<file path="config.mk">
export PLATFORM = sky130hd
export DESIGN_NAME = afc_pipe_ctrl
export DESIGN_NICKNAME = d
export VERILOG_FILES = /design/src/sv/afc_pkg.sv /design/src/sv/afc_pipe_ctrl.sv
export SDC_FILE = /design/constraint.sdc
export NUM_CORES = 1
export LEC_CHECK = 0
export ABC_AREA = 1
export BUFFER_PORTS_ARGS = -buffer_cell sky130_fd_sc_hd__buf_2
export CORE_AREA = 2 2 39 41
export CTS_BUF_LIST = sky130_fd_sc_hd__clkbuf_8
export CTS_CLUSTER_DIAMETER = 200
export DETAILED_ROUTE_END_ITERATION = 8
export DIE_AREA = 0 0 41 43
export SYNTH_ARGS = -nofsm -noshare
export SYNTH_HDL_FRONTEND = slang
export SYNTH_SLANG_ARGS = --single-unit
export TNS_END_PERCENT = 1
</file>
<file path="constraint.sdc">
create_clock -name clock -period 2 [get_ports clock]
set_clock_uncertainty 0.05 [all_clocks]
set_input_delay 0.1 -clock clock [delete_from_list [all_inputs] [get_ports clock]]
set_output_delay 0.1 -clock clock [all_outputs]
set_load 0.03 [all_outputs]
</file>
<file path="src/sv/afc_pkg.sv">
// ----------------------------------------------------------------------------
// afc_pkg
// Types and constants of the frustum culling pipeline.
// ----------------------------------------------------------------------------
package afc_pkg;

   localparam int COORD_WIDTH     = 20;
   localparam int NORM_WIDTH      = 14;
   localparam int OFFSET_WIDTH    = 22;
   localparam int FRAC_ALIGN      = 12;
   localparam int TAG_WIDTH       = 16;
   localparam int NUM_PLANES      = 6;
   localparam int PLANE_WIDTH     = 64;
   localparam int CSR_INDEX_WIDTH = $clog2(NUM_PLANES);

   localparam int PROD_WIDTH   = COORD_WIDTH + NORM_WIDTH;
   localparam int OFFS_W_WIDTH = OFFSET_WIDTH + FRAC_ALIGN;
   localparam int SUM_WIDTH    =
      ((PROD_WIDTH > OFFS_W_WIDTH) ? PROD_WIDTH : OFFS_W_WIDTH) + 2;

   typedef enum logic [1:0] {
      CLASS_INSIDE     = 2'd0,
      CLASS_INTERSECTS = 2'd1,
      CLASS_OUTSIDE    = 2'd2
   } cull_class_type;

   typedef struct packed {
      logic signed [COORD_WIDTH-1:0] box_min_x;
      logic signed [COORD_WIDTH-1:0] box_min_y;
      logic signed [COORD_WIDTH-1:0] box_min_z;
      logic signed [COORD_WIDTH-1:0] box_max_x;
      logic signed [COORD_WIDTH-1:0] box_max_y;
      logic signed [COORD_WIDTH-1:0] box_max_z;
      logic [TAG_WIDTH-1:0]          object_tag;
   } req_type;

   typedef struct packed {
      cull_class_type       cull_class;
      logic [TAG_WIDTH-1:0] result_tag;
   } rsp_type;

   // register image: nx 63:50, ny 49:36, nz 35:22, offset 21:0
   typedef struct packed {
      logic signed [NORM_WIDTH-1:0]   nx;
      logic signed [NORM_WIDTH-1:0]   ny;
      logic signed [NORM_WIDTH-1:0]   nz;
      logic signed [OFFSET_WIDTH-1:0] offset;
   } plane_type;

   // per-stage load strobes of the datapath
   typedef struct packed {
      logic load1;
      logic load2;
      logic load3;
      logic load4;
   } pipe_en_type;

endpackage

</file>
<file path="src/sv/afc_pipe_ctrl.sv">
// ----------------------------------------------------------------------------
// afc_pipe_ctrl
// Valid bits and per-stage ready chain of the four-stage pipeline.
// ----------------------------------------------------------------------------
module afc_pipe_ctrl (
   input  logic                 clock,
   input  logic                 reset,
   input  logic                 req_valid,
   output logic                 req_ready,
   output logic                 rsp_valid,
   input  logic                 rsp_ready,
   output afc_pkg::pipe_en_type pipe_en
);

   logic [3:0] valid_ff;
   logic [3:0] valid_in;
   logic [3:0] stage_ready;
   logic [3:0] upstream_valid;

   // a stage takes new data when it is empty or its content moves on
   assign stage_ready[3] = !valid_ff[3] || rsp_ready;
   assign stage_ready[2] = !valid_ff[2] || stage_ready[3];
   assign stage_ready[1] = !valid_ff[1] || stage_ready[2];
   assign stage_ready[0] = !valid_ff[0] || stage_ready[1];

   assign upstream_valid = {valid_ff[2:0], req_valid};

   always_comb begin
      for (int i = 0; i < 4; i++) begin
         valid_in[i] = stage_ready[i] ? upstream_valid[i] : valid_ff[i];
      end
   end

   always_ff @(posedge clock) begin
      if (reset) begin
         valid_ff <= '0;
      end else begin
         valid_ff <= valid_in;
      end
   end

   assign pipe_en.load1 = stage_ready[0] && upstream_valid[0];
   assign pipe_en.load2 = stage_ready[1] && upstream_valid[1];
   assign pipe_en.load3 = stage_ready[2] && upstream_valid[2];
   assign pipe_en.load4 = stage_ready[3] && upstream_valid[3];

   assign req_ready = stage_ready[0];
   assign rsp_valid = valid_ff[3];

endmodule

</file>
==> run summary, run 1 <==
Status = complete, no violations
Core ar. = 1380 um2
RSZ-0062 raised after global routing = false
Largest register FFs = 4
CTS clk-pin slew, worst paths = 30 ps
VDD IR max = 0.481 mV
Final Wtd Congestion = 0.651
Longest Clk Path Bufs = 2
CTS Buf Count = 3
Post-synth top area cell = dfxtp_1
Post-Syn Area = 185 um2
Number of cells on the worst reg-to-reg path = 5
Synthesis warning total = 0
Kind of critical path = flip-flop to primary output
Mapped Avg Cell Area = 7.72 um2
Vias in the first global route = 142
CP Data Arrival Time = 1110 ps
Starting Density = 13.4%
Fin. max-slew vios = 0
Register area share after synthesis = 43.2%
I/O Pins = 10
Reg2Reg Setup Slack = 1090 ps
Largest net degree at the start of global routing = 6
Drt total wl = 354 um
Dpl ws = 936 ps
Remaining DRCs = 0
Startpoint types = flip-flop
GRT Total Usage = 5.52%
Regs by FF count = valid_ff (4)
Initial antenna violation count = 0
Die height = 43 um
Worst Path Required = 1850 ps
DR vias = 178
Post-CTS setup buffer count = 0
Antenna fix cells = 0
CP endpoint kind = primary output
Fin util = 21.1%
TritonRoute pass-1 iters = 4
Crit Reg-Reg Endpoint = valid_ff[2]
Final #Nets = 42
Proportion of layout cells with a drive suffix above 1 = 38.9%
CTS HTree Levels = 1
First-pass GRT wire length = 579 um
Setup TNS = 0 ps
Reg with most FFs = valid_ff
Final ANT Viol Nets = 0
Shortest period the worst path allows = 1260 ps
Port Buf Inserts = 9
Post-CTS Hold Buffers = 0
Leakage = 0.161 nW
Syn nets = 28
Yosys reg bits = 4
CP Max Fanout = 5
Final Hold Viols = 0
DR iter-0 viols = 1
Final worst slack = 738 ps
WHS Path Cells = 2
Top cell type's share of synthesized area = 43.2%
Worst hold path class = input pin to flip-flop
Site Rows = 14
Setup Viol. Count Final = 0
Start of the worst register-to-register path = valid_ff[3]
Clk Latency, worst-skew pair = 210 ps
Synth area leaders = dfxtp_1 (43%), inv_1 (14%), nand4_4 (11%)
PostCTS Resize Cnt = 0
Die ar. = 1760 um2
Post-DP HPWL = 295 um
Relative slew margins = 85.7%
Die width = 41 um
Hold Crit Start = reset
Area Growth Syn to Fin = 57.4%
Final cycle utilization of the critical path = 63.1%
Fmax = 0.792 GHz
Max Cap Viol = 0
Remaining global-route overflow = 0
Worst Hold End = valid_ff[0]
WL/cell = 6.81 um
Yosys cell types = 8
Power Dens Cells = 940 nW/um2
CTS Sinks = 4
Post-Syn Instances = 24
Clock root buffer = clkbuf_8
Least-Margin Pin Slew = 214 ps
TritonCTS clock tree = built
Fill count = 163
Vias per cell = 3.42
[how the worst max path moves through the flow]
stage / from / endpoint / slack, ps / cells after the start
floorplan: valid_ff[3] / pipe_en[3] / 700 / 5
global placement: valid_ff[3] / pipe_en[2] / 950 / 6
detailed placement: valid_ff[3] / pipe_en[2] / 940 / 6
CTS: valid_ff[3] / pipe_en[2] / 710 / 6
global route: valid_ff[3] / pipe_en[2] / 620 / 6
finish: valid_ff[3] / pipe_en[2] / 740 / 6
[placed cells by master, fill, tap and decap left out]
master,count
a21oi_1,3
buf_2,9
clkbuf_8,3
dfxtp_1,4
inv_1,7
nand2_1,3
nand3_1,1
nand4_4,1
nor2_1,4
nor2_4,1
[synthesized netlist by cell type, drive strengths merged]
cell type  instances
dfxtp              4
nand3              1
nor2               5
inv                7
a21oi              3
nand4              1
nand2              3
[critical path: stages, from the launching register on]
cell     delay [ps]
dfxtp_1         310
inv_1            60
nor2_4          150
nand3_1         110
nand2_1          70
inv_1            30
buf_2           160
[layout make-up]
cell class | instances | area [um2] | area share, %
inverter | 7 | 26.3 | 9.01
clock buffer | 3 | 41.3 | 14.2
multi-input combinational | 13 | 78.8 | 27.0
tap | 16 | 20.0 | 6.87
sequential | 4 | 80.1 | 27.5
timing repair buffer | 9 | 45.0 | 15.5
[per-layer routing]
layer  share of wire (%)  up-vias  GRT usage [%]
met5                   0        -              0
met4                   0        0           2.00
met3                  12        0           7.85
met2                  41        7           5.63
met1                  47       75           6.09
li1                    -       96              -
[where the power goes]
| group | internal [mW] | total (mW) | leakage, nW | switching, mW |
|---|---|---|---|---|
| registers | 0.0834 | 0.0869 | 0.0328 | 0.00342 |
| logic | 0.00750 | 0.0226 | 0.107 | 0.0151 |
| clock network | 0.128 | 0.165 | 0.0216 | 0.0368 |
| total | 0.219 | 0.274 | 0.161 | 0.0554 |
[cell families after synthesis]
group           Yosys count  synth area share [%]
simple gates             10                  34.5
buf+inv                   7                  14.2
compound gates            3                  8.11
flops                     4                  43.2
[per-stage QoR]
step	cell area (um2)	hold WS (ps)	power, mW	instances
final	292	47.9	0.274	52
after global placement	250	268	0.111	49
after CTS	292	47.5	0.279	52
after detailed placement	250	270	0.111	49
after floorplan	185	119	0.102	24
after global routing	292	56.2	0.292	52
Note: power is estimated with default switching activity, not from simulation.
==> run 2: changes to the inputs <==
clock period = 1.1 ns   (was 2 ns; I/O delays follow)
==> run 2 against run 1 <==
Effect of this change:
- the run now ends with setup timing left
- die area unchanged
- wire length up 23%
- critical path depth unchanged
- non-clock buffer count up 3
- first-iteration DRC count up 100%
- core utilization up 5.2 points
- worst setup slack worse by 850 ps
- total power up 91%
- final cell count up 7.7%
- via count up 10%
- worst hold slack better by 27 ps
- clock-buffer cell count unchanged
- critical path type unchanged
- critical endpoint is now pipe_en[3]
==> run summary, run 2 (synthesized netlist as in run 1, its figures left out) <==
Commonest non-fill, non-tap cell in the layout = inv_1
Drt total wl = 436 um (+23%)
Final cycle utilization of the critical path = 110%
CP Data Arrival Time = 1110 ps (about the same)
VDD IR max = 0.820 mV (+70%)
TritonCTS clock tree = built
Final ANT Viol Nets = 0 (unchanged)
Status = complete, but fails checks
Antenna fix cells = 0 (unchanged)
CP Max Fanout = 5 (unchanged)
Worst Path Required = 1000 ps (-850 ps)
Sw Share = 21.4% (+1.2 points)
Area Growth Syn to Fin = 96.6%
RSZ-0062 raised after global routing = true
Reg with most FFs = valid_ff
Kind of critical path = flip-flop to primary output
Largest register FFs = 4 (unchanged)
Relative slew margins = 82.3% (-3.4 points)
DR vias = 196 (+10%)
Flop pwr share = 30.0% (-1.7 points)
Max Cap Viol = 0 (unchanged)
Final #Nets = 45 (+7.1%)
Fin Hold WS = 74.5 ps (+26.5 ps)
Post-DP HPWL = 302 um (+2.4%)
Comb power frac = 10.5% (+2.2 points)
CTS Sinks = 4 (unchanged)
Final Hold Viols = 0 (unchanged)
Largest net degree at the start of global routing = 6 (unchanged)
Fmax = 0.825 GHz
Least-Margin Pin Slew = 265 ps (+50.8 ps)
Dpl ws = 76.5 ps (-859 ps)
Vias in the first global route = 191 (+35%)
CTS Buf Count = 3 (unchanged)
Shortest period the worst path allows = 1210 ps
Reg2Reg Setup Slack = 60 ps (-1030 ps)
TritonRoute pass-1 iters = 4 (unchanged)
Die ar. = 1760 um2 (unchanged)
CP Launch Point = valid_ff[3]
Port Buf Inserts = 9 (unchanged)
Regs by FF count = valid_ff (4)
CTS clk-pin slew, worst paths = 30 ps (about the same)
Power Dens Cells = 1440 nW/um2 (+53%)
Starting Density = 13.4% (unchanged)
Fin. max-slew vios = 0 (unchanged)
CP endpoint kind = primary output
Commonest cells after routing, fill and taps aside = inv_1 (5), buf_2 (4), buf_6 (4)
Start of the worst register-to-register path = valid_ff[3]
Clock share of power = 59.5% (-0.6 points)
Clk Latency, worst-skew pair = 220 ps (about the same)
Setup TNS = -399 ps (-399 ps)
Vias per cell = 3.50 (+2.2%)
WL/cell = 7.79 um (+14%)
Leakage = 0.186 nW (+15%)
Startpoint types = flip-flop
Fin util = 26.3% (+5.2 points)
Int Power = 0.412 mW (+88%)
Die width = 41 um (unchanged)
GRT Total Usage = 6.32% (+0.80 points)
Hold Crit Start = req_valid
Site Rows = 14 (unchanged)
Longest Clk Path Bufs = 2 (unchanged)
CTS HTree Levels = 1 (unchanged)
Setup Viol. Count Final = 5 (+5)
Initial antenna violation count = 0 (unchanged)
Worst hold path class = input pin to flip-flop
Failing checks = setup timing
I/O Pins = 10 (unchanged)
Switch Pwr = 0.112 mW (+100%)
DR iter-0 viols = 2 (+1)
Die height = 43 um (unchanged)
Remaining global-route overflow = 0 (unchanged)
First-pass GRT wire length = 703 um (+21%)
Remaining DRCs = 0 (unchanged)
Core ar. = 1380 um2 (unchanged)
Final worst slack = -112 ps (-849 ps)
Proportion of layout cells with a drive suffix above 1 = 60.0% (+21 points)
Clock root buffer = clkbuf_8
Final Wtd Congestion = 0.742 (+14%)
run 2: cell count changes in the layout (fill, tap and decap cells not counted), moves of 2 or more:
cell     delta
nand2_1     -2
buf_6       +4
inv_1       -2
inv_2       +3
nand2_2     +2
buf_4       +3
buf_2       -5
run 2: worst max-delay path, stage by stage, from the launching register on:
cell,delay [ps]
dfxtp_4,330
inv_2,40
nor2_4,160
nand4_4,120
inv_2,70
nor2_2,30
buf_6,130
run 2: path summary, 6_finish.rpt:
check                                   end  depth (start not counted)
worst max-delay path             pipe_en[3]                          6
worst min-delay path            valid_ff[0]                          3
worst max register to register  valid_ff[0]                          5
worst min register to register  valid_ff[1]                          2
run 2: final cells by class:
cell class | instances | area (um2)
Clock buffer | 3 | 41.3
Clock inverter | 1 | 3.75
Fill cell | 161 | 1020
Inverter | 7 | 26.3
Multi-Input combinational cell | 13 | 91.3
Sequential cell | 4 | 83.8
Tap cell | 16 | 20.0
Timing Repair Buffer | 12 | 97.6
run 2: repair_timing:
action                                 4_1_cts  5_1_grt
pin swaps                                    1        1
cloned                                       0        0
endpoints found under the hold margin        3        0
setup endpoints to repair                    5        6
gates resized for setup                     12        3
hold buffers                                 1        0
buffers inserted                             2        0
run 2: stage by stage:
stage / cell area, um2 / power [mW] / instances
after detailed placement: 256 / 0.201 / 49
after global placement: 256 / 0.200 / 49
after floorplan: 191 / 0.184 / 24
final: 364 / 0.524 / 56
after CTS: 359 / 0.534 / 56
after global routing: 364 / 0.557 / 56
run 2: layer usage:
| metal | track usage [%] | routed length [um] | vias to the layer above |
|---|---|---|---|
| met3 | 6.28 | 36 | 0 |
| met2 | 8.44 | 209 | 9 |
| met5 | 0 | 0 | - |
| met1 | 6.73 | 190 | 83 |
| li1 | - | - | 104 |
| met4 | 2.00 | 0 | 0 |
run 2: power groups by stage:
stage | combinational (mW) | clock (mW) | sequential, mW
2_1_floorplan | 0.0251 | 0 | 0.159
3_3_place_gp | 0.0423 | 0 | 0.158
3_5_place_dp | 0.0427 | 0 | 0.158
4_1_cts | 0.0547 | 0.322 | 0.157
5_1_grt | 0.0595 | 0.339 | 0.158
6_report | 0.0551 | 0.312 | 0.157
