`config.mk`:
```
export PLATFORM = sky130hd
export DESIGN_NAME = afc_csr
export DESIGN_NICKNAME = d
export VERILOG_FILES = /design/src/sv/afc_pkg.sv /design/src/sv/afc_csr.sv
export SDC_FILE = /design/constraint.sdc
export NUM_CORES = 1
export LEC_CHECK = 0
export BUFFER_PORTS_ARGS = -buffer_cell sky130_fd_sc_hd__buf_2
export CORE_MARGIN = 3
export CORE_UTILIZATION = 40
export CTS_BUF_LIST = sky130_fd_sc_hd__clkbuf_4 sky130_fd_sc_hd__clkbuf_8
export DETAILED_ROUTE_END_ITERATION = 12
export GPL_TIMING_DRIVEN = 0
export SKIP_LAST_GASP = 1
export SYNTH_ARGS = -nofsm -noshare
export SYNTH_HDL_FRONTEND = slang
export SYNTH_SLANG_ARGS = --single-unit
```
`constraint.sdc`:
```
create_clock -name clock -period 2 [get_ports clock]
set_clock_uncertainty 0.15 [all_clocks]
set_input_delay 0.4 -clock clock [delete_from_list [all_inputs] [get_ports clock]]
set_output_delay 0.4 -clock clock [all_outputs]
set_load 0.05 [all_outputs]
```
`src/sv/afc_pkg.sv`:
```
// ----------------------------------------------------------------------------
// afc_pkg
// Types and constants of the frustum culling pipeline.
// ----------------------------------------------------------------------------
package afc_pkg;

   localparam int COORD_WIDTH     = 20;
   localparam int NORM_WIDTH      = 14;
   localparam int OFFSET_WIDTH    = 22;
   localparam int FRAC_ALIGN      = 12;
   localparam int TAG_WIDTH       = 16;
   localparam int NUM_PLANES      = 6;
   localparam int PLANE_WIDTH     = 64;
   localparam int CSR_INDEX_WIDTH = $clog2(NUM_PLANES);

   localparam int PROD_WIDTH   = COORD_WIDTH + NORM_WIDTH;
   localparam int OFFS_W_WIDTH = OFFSET_WIDTH + FRAC_ALIGN;
   localparam int SUM_WIDTH    =
      ((PROD_WIDTH > OFFS_W_WIDTH) ? PROD_WIDTH : OFFS_W_WIDTH) + 2;

   typedef enum logic [1:0] {
      CLASS_INSIDE     = 2'd0,
      CLASS_INTERSECTS = 2'd1,
      CLASS_OUTSIDE    = 2'd2
   } cull_class_type;

   typedef struct packed {
      logic signed [COORD_WIDTH-1:0] box_min_x;
      logic signed [COORD_WIDTH-1:0] box_min_y;
      logic signed [COORD_WIDTH-1:0] box_min_z;
      logic signed [COORD_WIDTH-1:0] box_max_x;
      logic signed [COORD_WIDTH-1:0] box_max_y;
      logic signed [COORD_WIDTH-1:0] box_max_z;
      logic [TAG_WIDTH-1:0]          object_tag;
   } req_type;

   typedef struct packed {
      cull_class_type       cull_class;
      logic [TAG_WIDTH-1:0] result_tag;
   } rsp_type;

   // register image: nx 63:50, ny 49:36, nz 35:22, offset 21:0
   typedef struct packed {
      logic signed [NORM_WIDTH-1:0]   nx;
      logic signed [NORM_WIDTH-1:0]   ny;
      logic signed [NORM_WIDTH-1:0]   nz;
      logic signed [OFFSET_WIDTH-1:0] offset;
   } plane_type;

   // per-stage load strobes of the datapath
   typedef struct packed {
      logic load1;
      logic load2;
      logic load3;
      logic load4;
   } pipe_en_type;

endpackage

```
`src/sv/afc_csr.sv`:
```
// ----------------------------------------------------------------------------
// afc_csr
// Plane register file, six 64-bit registers written over the csr channel.
// ----------------------------------------------------------------------------
module afc_csr (
   input  logic                                 clock,
   input  logic                                 reset,
   input  logic                                 csr_valid,
   output logic                                 csr_ready,
   input  logic [afc_pkg::CSR_INDEX_WIDTH-1:0]  csr_index,
   input  logic [afc_pkg::PLANE_WIDTH-1:0]      csr_wdata,
   output afc_pkg::plane_type                   planes [afc_pkg::NUM_PLANES]
);

   afc_pkg::plane_type planes_ff [afc_pkg::NUM_PLANES];

   assign csr_ready = 1'b1;

   always_ff @(posedge clock) begin
      if (reset) begin
         for (int i = 0; i < afc_pkg::NUM_PLANES; i++) begin
            planes_ff[i] <= '0;
         end
      end else if (csr_valid &&
                   (csr_index < afc_pkg::CSR_INDEX_WIDTH'(afc_pkg::NUM_PLANES))) begin
         planes_ff[csr_index] <= afc_pkg::plane_type'(csr_wdata);
      end
   end

   assign planes = planes_ff;

endmodule

```
==> results.py, run 1 <==
metrics = {
    "yosys": {
        "yosys_warnings": 0,
        "synth_xor_area_frac": 0,
        "synth_top_family_by_area": "multiplexers",
        "syn_inst": 1320,
        "synth_compound_area_frac": 0,
        "yosys.area.top_type_share": 0.517,
        "synth_fa_ha_area_frac": 0,
        "yosys.area_share.simple": 0.194,
        "ys_types": 14,
        "synth_area_um2": 14900,
        "yosys-top-cells-area": "dfxtp_1, mux2i_1, nand2b_1",
        "yosysTopAreaCell": "dfxtp_1",
        "synth_area_per_cell_um2": 11.3,
        "synthMuxAreaShare": 0.259,
        "syn-num-nets": 1390,
        "yosysSeqAreaShare": 0.517,
        "synth-seq-cells": 384,
    },
    "clocking": {
        "ctsHoldBuffers": 0,
        "clock-root-buffer": "clkbuf_8",
        "cts_buffers": 67,
        "clock_latency_ps": 580,
        "cts_tree": "yes",
        "cts_buffer_depth": 3,
        "cts_sinks": 384,
        "cts_max_level": 3,
        "clk_pin_slew_ps": 60,
    },
    "worst_setup_path": {
        "cp_slowest_cell": "clkbuf_1",
        "path_max_fanout": 10,
        "endpoint_kind": "flip-flop",
        "cpPeakStageDelay_ps": 640,
        "cp.required_ps": 2370,
        "path_cells": "buf_2 > nor4b_1 > clkbuf_1 > buf_2 > mux2i_1",
        "r2r-end": "planes[221]",
        "worst_setup_path_start_kind": "primary input",
        "rr_startpoint": "planes[221]",
        "r2r_cells": 2,
        "reg2reg_slack_ps": 1200,
        "worstSetupPathType": "in -> reg",
        "cp.arrival_ps": 2180,
        "crit_top_cell": "buf_2",
    },
    "sta": {
        "holdWs_ps": 91.1,
        "tightest_slew_ps": 1020,
        "relSlewSlack": 0.318,
        "rsz0062_at_grt": "no",
        "period_minus_slack_ps": 1810,
        "post-route-worst-setup-slack_ps": 190,
        "post-route-period-util": 0.905,
        "tns_ps": 0,
        "hold_violations": 0,
        "setup_viol": 0,
        "slew_violations": 0,
        "timing.fmax_mhz": 553,
    },
    "place": {
        "place_congestion": 0.791,
        "post-place-ws_ps": -672,
        "place_area_um2": 17700,
        "port_buffers": 452,
        "dp_hpwl_mm": 33.6,
    },
    "routing": {
        "detail_route.iter0.violations": 362,
        "route.vias.total": 11200,
        "via_per_inst": 4.77,
        "wirelength_mm": 46.7,
        "first_pass_iters": 4,
        "drc": 0,
        "ant_nets": 0,
        "wl_per_cell_um": 19.9,
    },
    "floorplanning": {
        "core_area_um2": 36100,
        "initial_core_util": 0.412,
        "core.rowCount": 69,
        "die_height_um": 199,
        "io_pins": 455,
        "die_area_um2": 39500,
        "die_w_um": 199,
    },
    "grt": {
        "grt.met3_usage": 0.0898,
        "use_met2": 0.373,
        "grt_max_degree": 11,
        "use_met1": 0.277,
        "grt_pass1_wl_mm": 69.0,
        "overflow": 0,
        "antenna_found_initial": 4,
        "grt-busiest-layer": "met2",
        "grtUsageTotal": 0.229,
        "grt_pass1_vias": 11400,
    },
    "pwr": {
        "p_sw_frac": 0.258,
        "p_total_mw": 17.0,
        "leakage_nw": 10.3,
        "comb_power_share": 0.100,
        "p_int_mw": 12.6,
        "p_clk_frac": 0.433,
        "p_per_area_nw_per_um2": 889,
        "peakVddDrop_mv": 0.528,
        "power.switching_mw": 4.37,
        "pwr-share-seq": 0.467,
    },
    "cells_and_area": {
        "largest_reg_flops": 384,
        "syn2layout_area_growth_pct": 28.3,
        "fill_cells": 3338,
        "ff_latch_area_um2": 7690,
        "drive_gt1_frac": 0.322,
        "layout.nets": 1911,
        "multi_input_area_um2": 6730,
        "stdcell_area_um2": 19100,
    },
    "hold_path": {
        "hold_depth": 3,
        "hold_start": "csr_wdata[8]",
        "worstHoldEndpoint": "planes[72]",
        "hold_class": "in -> reg",
    },
    "outcome": {
        "status": "finished clean",
    },
    "run": {
        "drv_cap": 0,
    },
}
-- synth_stat cells, drive strengths merged --
cell type,count
and4bb,1
buf,44
clkbuf,51
conb,1
dfxtp,384
mux2i,384
nand2b,448
nand4b,2
nand4bb,3
nor4b,1
or4b,1
-- cell usage in the layout, fill, tap and decap left out --
cell,n
nand4bb_1,3
mux2i_1,384
buf_6,1
buf_4,1
nand4b_1,2
clkbuf_4,19
clkinvlp_4,1
clkinv_2,2
diode_2,2
or4b_1,1
buf_12,1
nand2b_1,448
clkbuf_8,85
clkbuf_2,1
buf_2,493
bufinv_16,1
conb_1,1
clkbuf_1,50
and4bb_2,1
dfxtp_1,384
nor4b_1,1
-- worst max path at each step --
stage | start | to | slack (ps) | cells past startpoint
global placement | reset | planes[344] | -650 | 5
floorplan | csr_index[2] | planes[373] | 410 | 4
finish | csr_index[2] | planes[325] | 190 | 5
detailed placement | reset | planes[216] | -670 | 5
CTS | planes[241] | planes[241] | 130 | 1
global route | csr_index[2] | planes[322] | 110 | 5
-- power groups by stage --
| stage | Clock [mW] | Sequential (mW) | Combinational (mW) |
|---|---|---|---|
| after global routing | 7.84 | 7.92 | 1.80 |
| final | 7.34 | 7.91 | 1.70 |
| after detailed placement | 0 | 8.07 | 1.71 |
| after floorplan | 0 | 8.66 | 0.598 |
| after global placement | 0 | 8.07 | 1.71 |
| after CTS | 7.54 | 7.91 | 1.72 |
-- critical path, delay by kind of cell --
family	cells	cell delay (ps)
muxes	1	230
buffers and inverters	3	1240
and+or+nand+nor	1	290
-- kinds of logic (layout without fill, tap and decap cells) --
logic type             Yosys count  after routing
muxes                          384            384
DFF                            384            384
buffers and inverters           95            655
other                            1              3
and+or+nand+nor                456            456
-- per-stage QoR --
step / instances / utilization
after detailed placement: 2233 / 0.490
after floorplan: 1320 / -
after CTS: 2341 / 0.528
after global placement: 2233 / 0.490
after global routing: 2343 / 0.528
final: 2343 / 0.528
-- routing by layer --
layer	vias up	wire, um
li1	5412	-
met1	5306	19300
met2	378	21700
met3	80	4200
met4	0	1430
met5	-	0
-- repair_timing --
action                                  CTS  global route
gates resized for setup                   1             0
buffers inserted                          0             0
endpoints found under the setup margin    5             0
-- cell type report --
type / count / share of cell area
Sequential cell: 384 / 0.403
Multi-Input combinational cell: 841 / 0.353
Timing Repair Buffer: 452 / 0.119
Clock buffer: 104 / 0.0689
Tap cell: 461 / 0.0303
Buffer: 95 / 0.0229
Clock inverter: 4 / 0.00249
Antenna cell: 2 / 0.000263
Power figures use the tool's default switching activity.
==> run 2, diff against run 1 <==
--- a/constraint.sdc
+++ b/constraint.sdc
@@ -4,2 +4,2 @@
 set_output_delay 0.4 -clock clock [all_outputs]
-set_load 0.05 [all_outputs]
+set_load 0.1 [all_outputs]
==> results.py, run 2 (synthesis gave the netlist of run 1 again) <==
metrics = {
    "routing": {
        "via_per_inst": 4.76,
        "ant_nets": 0,
        "detail_route.iter0.violations": 357,
        "drc": 0,
        "wirelength_mm": 46.7,
        "wl_per_cell_um": 19.9,
        "first_pass_iters": 4,
        "route.vias.total": 11200,
    },
    "sta": {
        "post-route-period-util": 0.970,
        "period_minus_slack_ps": 1940,
        "holdWs_ps": 91.0,
        "post-route-worst-setup-slack_ps": 60.3,
        "slew_violations": 0,
        "tightest_slew_ps": 981,
        "hold_violations": 0,
        "rsz0062_at_grt": "no",
        "timing.fmax_mhz": 516,
        "setup_viol": 0,
        "relSlewSlack": 0.346,
        "tns_ps": 0,
    },
    "pwr": {
        "power.switching_mw": 5.02,
        "p_sw_frac": 0.285,
        "comb_power_share": 0.133,
        "peakVddDrop_mv": 0.535,
        "p_total_mw": 17.6,
        "pwr-share-seq": 0.449,
        "p_int_mw": 12.6,
        "p_clk_frac": 0.417,
        "leakage_nw": 10.3,
        "p_per_area_nw_per_um2": 919,
    },
    "cells_and_area": {
        "largest_reg_flops": 384,
        "layout.nets": 1911,
        "drive_gt1_frac": 0.322,
        "final_cell_mix": "buf_2, nand2b_1, mux2i_1, dfxtp_1, clkbuf_8",
        "syn2layout_area_growth_pct": 28.9,
        "final_common_cell": "buf_2",
        "stdcell_count": 2343,
        "stdcell_area_um2": 19200,
        "fin_util": 0.531,
    },
    "worst_setup_path": {
        "path_buf_inv": 1,
        "r2r_cells": 2,
        "endpoint_kind": "primary output",
        "worstSetupPathType": "reg -> out",
        "reg2reg_slack_ps": 1200,
        "cp_slowest_cell": "buf_2",
        "cp.required_ps": 1450,
        "worst_setup_path_start_kind": "flip-flop",
        "path_max_fanout": 2,
        "crit_family": "buffers and inverters",
        "rr_startpoint": "planes[316]",
        "cpPeakStageDelay_ps": 460,
        "path_cells": "buf_2",
        "cp.arrival_ps": 1390,
        "r2r-end": "planes[316]",
    },
    "clocking": {
        "clk_pin_slew_ps": 60,
        "clock-root-buffer": "clkbuf_8",
        "clock_latency_ps": 580,
        "cts_sinks": 384,
        "cts_setup_buffers": 0,
        "cts_buffers": 67,
        "cts_buffer_depth": 3,
        "cts_max_level": 3,
        "cts_tree": "yes",
    },
    "grt": {
        "grt_max_degree": 11,
        "overflow": 0,
        "antenna_found_initial": 4,
        "grt_pass1_wl_mm": 69.0,
        "grtUsageTotal": 0.229,
        "grt_pass1_vias": 11400,
    },
    "outcome": {
        "status": "finished clean",
    },
    "floorplanning": {
        "core.rowCount": 69,
        "initial_core_util": 0.412,
        "die_height_um": 199,
        "die_area_um2": 39500,
        "core_area_um2": 36100,
        "io_pins": 455,
        "die_w_um": 199,
    },
    "place": {
        "place_congestion": 0.791,
        "dp_hpwl_mm": 33.6,
        "place_area_um2": 17700,
        "dp_cells": 2233,
        "post-place-ws_ps": -672,
        "port_buffers": 452,
    },
    "run": {
        "drv_cap": 0,
    },
    "hold_path": {
        "hold_depth": 3,
        "hold_class": "in -> reg",
        "worstHoldEndpoint": "planes[72]",
        "hold_start": "csr_wdata[8]",
    },
}
## run 2: cell count changes in the layout (fill, tap and decap cells not counted), sizes merged
cell and change:
buf -33, clkbuf +33
## run 2: how the worst max path moves through the flow
stage / start / to / slack, ps / cells after the start
2_1_floorplan: csr_index[2] / planes[373] / 410 / 4
3_3_place_gp: reset / planes[344] / -650 / 5
3_5_place_dp: reset / planes[216] / -670 / 5
4_1_cts: planes[138] / planes[138] / 2 / 1
5_1_grt: planes[138] / planes[138] / 0.02 / 1
6_report: planes[383] / planes[383] / 60 / 1
## run 2: area by class of cell
class	instances	area (um^2)
fill	3329	16900
sequential	384	7690
multi-input combinational	841	6730
timing repair buffer	452	2350
clock buffer	104	1310
tap	461	577
buffer	95	437
clock inverter	4	47.5
antenna	2	5.00
## run 2: power groups by stage
stage | Sequential (mW) | Combinational (mW) | Clock [mW]
final | 7.91 | 2.34 | 7.35
after global routing | 7.92 | 2.44 | 7.84
after CTS | 7.91 | 2.36 | 7.54
after detailed placement | 8.07 | 2.35 | 0
after global placement | 8.07 | 2.34 | 0
after floorplan | 9.28 | 0.603 | 0
## run 2: repair_timing
item / 4_1_cts / 5_1_grt
gates cloned: 0 / 0
setup endpoints to repair: 9 / 33
gates resized for setup: 5 / 33
hold buffers: 0 / 0
## run 2: routing by layer
metal / part of all wire / wire [um] / up-vias / track usage
li1: - / - / 5409 / -
met1: 0.41 / 19300 / 5284 / 0.277
met4: 0.031 / 1430 / 0 / 0.0794
met5: 0 / 0 / - / 0
met2: 0.46 / 21700 / 376 / 0.373
met3: 0.090 / 4220 / 81 / 0.0898
